--- src/hdl/stc_ram.sv ---
// ---------------------------------------------------------------------------
// stc_ram: generic simple dual-port RAM
// One write port, one read port with registered read data and read enable.
// ---------------------------------------------------------------------------
`timescale 1ns / 1ps
`default_nettype none

module stc_ram #(
  parameter int WIDTH = 8,
  parameter int DEPTH = 64,
  parameter int AW    = (DEPTH > 1) ? $clog2(DEPTH) : 1
) (
  input  wire logic             clk_i,
  input  wire logic             we_i,
  input  wire logic [AW-1:0]    waddr_i,
  input  wire logic [WIDTH-1:0] wdata_i,
  input  wire logic             re_i,
  input  wire logic [AW-1:0]    raddr_i,
  output logic      [WIDTH-1:0] rdata_o
);

  logic [WIDTH-1:0] mem_q [DEPTH];

  always_ff @(posedge clk_i) begin
    if (we_i) begin
      mem_q[waddr_i] <= wdata_i;
    end
    if (re_i) begin
      rdata_o <= mem_q[raddr_i];
    end
  end

endmodule

`default_nettype wire

--- config.mk ---
export PLATFORM = sky130hd
export DESIGN_NAME = stc_ram
export DESIGN_NICKNAME = d
export VERILOG_FILES = /design/src/hdl/stc_ram.sv
export SDC_FILE = /design/constraint.sdc
export NUM_CORES = 1
export LEC_CHECK = 0
export BUFFER_PORTS_ARGS = -buffer_cell sky130_fd_sc_hd__buf_4
export CAP_MARGIN = 20
export CELL_PAD_IN_SITES_DETAIL_PLACEMENT = 0
export CELL_PAD_IN_SITES_GLOBAL_PLACEMENT = 1
export CORE_MARGIN = 3
export CORE_UTILIZATION = 50
export DETAILED_ROUTE_END_ITERATION = 12
export GPL_TIMING_DRIVEN = 0
export PLACE_DENSITY = 0.8
export SKIP_CTS_REPAIR_TIMING = 1
export SLEW_MARGIN = 20
export SYNTH_ARGS = -nofsm -noshare
export SYNTH_HDL_FRONTEND = slang
export SYNTH_SLANG_ARGS = --single-unit
--- constraint.sdc ---
create_clock -name clk_i -period 5.3 [get_ports clk_i]
set_input_delay 1.06 -clock clk_i [delete_from_list [all_inputs] [get_ports clk_i]]
set_output_delay 1.06 -clock clk_i [all_outputs]
set_load 0.02 [all_outputs]
==> out/metrics.csv <==
metric,value,unit
endpoints failing setup,0,
Synth area leaders,"edfxtp_1 77%, mux4_2 14%, nor2_1 1.5%",
Critical Path End Type,flop,
critical path type,in -> reg,
total core area,0.0398,mm^2
clk sinks,520,
largest area contributor in the netlist,edfxtp_1,
H-Tree Depth,2,
synth cell count leaders,"520 x edfxtp_1, 126 x mux4_2, 83 x nor2_1",
Yosys top cell area share,77.1,%
total track usage,22.3,%
fin crit share,65.3,%
largest net degree at the start of global routing,65,
Max Fanout on Critical Path,10,
WP data required,5560,ps
synthesized cell area,0.0202,mm^2
RePlAce Congestion,0.882,
hold path cells,1,
Sw Ratio,20.9,%
fraction of registers with async set/reset,0,%
peak supply drop,0.286,mV
DP HPWL,29700,um
pwr dens,375,mW/mm^2
CTS tree,built,
# fillers,2930,
drt first-iter violations,1227,
WL final,47400,um
Yosys cell types,39,
drt drc,0,
Worst Tran Pin Value,1040,ps
Max Slew Vio Count,0,
Hold Fails Final Rpt,0,
"Seq/Total Area, Yosys",77.1,%
"non-filler cells, final",1578,
ys flop type,edfxtp_1,
gr ovfl total,0,
root buffer cell,clkbuf_16,
clock buffer depth,3,
max-cap violations,0,
Syn Area/Cell,21.5,um^2
GR Util met2,34.2,%
Post-Synthesis Net Count,963,
vias in the first global route,9978,
sequential share of power,53.8,%
Post-synth EDFFs,520,
Nets,1036,
Via Count,9958,
Die Span X,207,um
met1 Track Usage GR,32.7,%
fin crit period,3460,ps
Setup TNS,0,ps
gr busiest metal,met2,
Synth-to-Final Area Change,11.9,%
grt met3 use,4.44,%
register bit total from synthesis,520,
most common cell in the synthesized netlist,edfxtp_1,
Clock transition at path regs,60,ps
share of cells above drive strength 1,25.0,%
leak pwr,0.00702,uW
I/O pins,31,
Worst Path Arrival,3720,ps
Inst Count DP,1487,
worst skew pair latency,570,ps
Initial Util,50.8,%
Worst slew margin,30.5,%
IO Port Bufs,22,
first-pass iteration count of the detailed router,5,
RSZ-0062 raised after global routing,no,
Worst Skew,18.2,ps
Comb pwr share,5.4,%
initial antenna violation count,0,
Clock power frac,40.8,%
Internal,6720,uW
Std-Cell Rows,73,
die area,0.0429,mm^2
NetSw,1770,uW
Worst Setup Start Kind,input pin,
vias per std cell,6.31,
n_diodes,0,
routed len/inst,30.0,um
fmax,289,MHz
die height,207,um
cell depth of the worst flop-to-flop path,5,
post-route ant nets,0,
worst hold path class,in -> reg,
yosys warns,0,
Synth Instances,940,
status,"finished, final reports clean",
CTS Buf Count,49,
first-pass GRT wire length,69800,um
-- final timing paths --
| check | from | end | slack (ps) |
|---|---|---|---|
| setup / recovery | raddr_i[1] | rdata_o[4]$_DFFE_PP_ | 1840 |
| hold / removal | re_i | rdata_o[2]$_DFFE_PP_ | 850 |
| setup reg to reg | mem_q[29][4]$_DFFE_PP_ | rdata_o[4]$_DFFE_PP_ | 3030 |
| hold reg to reg | mem_q[0][7]$_DFFE_PP_ | rdata_o[7]$_DFFE_PP_ | 980 |
-- critical path: stages --
cell      delay [ps]
buf_4            180
buf_2            390
buf_1            800
nand2_1          350
o221ai_1         280
nor2_1           130
nor3_1           300
o32ai_1          220
-- layout make-up --
class	count	area, um^2	share of cell area (%)
tap	525	657	2.90
timing repair buffer	22	165	0.729
multi-input combinational	369	4330	19.1
sequential	520	15600	68.9
buffer	51	317	1.40
clock buffer	59	1310	5.76
clock inverter	32	277	1.22
-- state kept, by name, summed over array words and instances (netlist names) --
name     count
mem_q      512
rdata_o      8
-- logic make-up after synthesis --
kind of cell           after synthesis  synth area share, %
flip-flops                         520                 77.1
multiplexers                       162                 15.9
AND/OR/NAND/NOR                    153                 3.37
AO/OA/AOI/OAI                       54                 2.06
buffers and inverters               51                 1.56
-- stage by stage --
step	setup WS, ps	hold slack, ps	power [uW]	cell area, um^2	util, %
after floorplan	2430	797	4900	20200	-
after global placement	1350	932	5100	21100	52.9
after detailed placement	1250	955	5110	21100	52.9
after CTS	1900	833	8520	22700	56.9
after global routing	1760	844	8720	22700	56.9
final	1840	854	8490	22700	56.9
-- metal layers --
metal | routed length [um] | vias to the layer above | share of wire [%]
met3 | 4660 | 88 | 9.8
met5 | 0 | - | 0
met2 | 22000 | 538 | 46
met4 | 1760 | 0 | 3.7
met1 | 18900 | 5242 | 40
li1 | - | 4090 | -
-- placed cells by master (no fill, tap or decap), types with 13 or more instances in the layout --
cell,instances
nand2_1,19
clkbuf_1,25
mux2i_1,23
mux2_2,13
clkinv_1,15
nor2b_1,14
nor2_1,83
clkbuf_16,51
buf_4,35
edfxtp_1,520
nand3_1,13
mux4_2,126
-- power by group through the flow --
stage	Combinational [uW]	Clock (uW)	Sequential, uW
finish	459	3470	4570
global route	484	3670	4570
CTS	458	3490	4570
detailed placement	456	0	4660
global placement	446	0	4660
floorplan	243	0	4660
No activity file was read; power rests on OpenSTA's default activity.
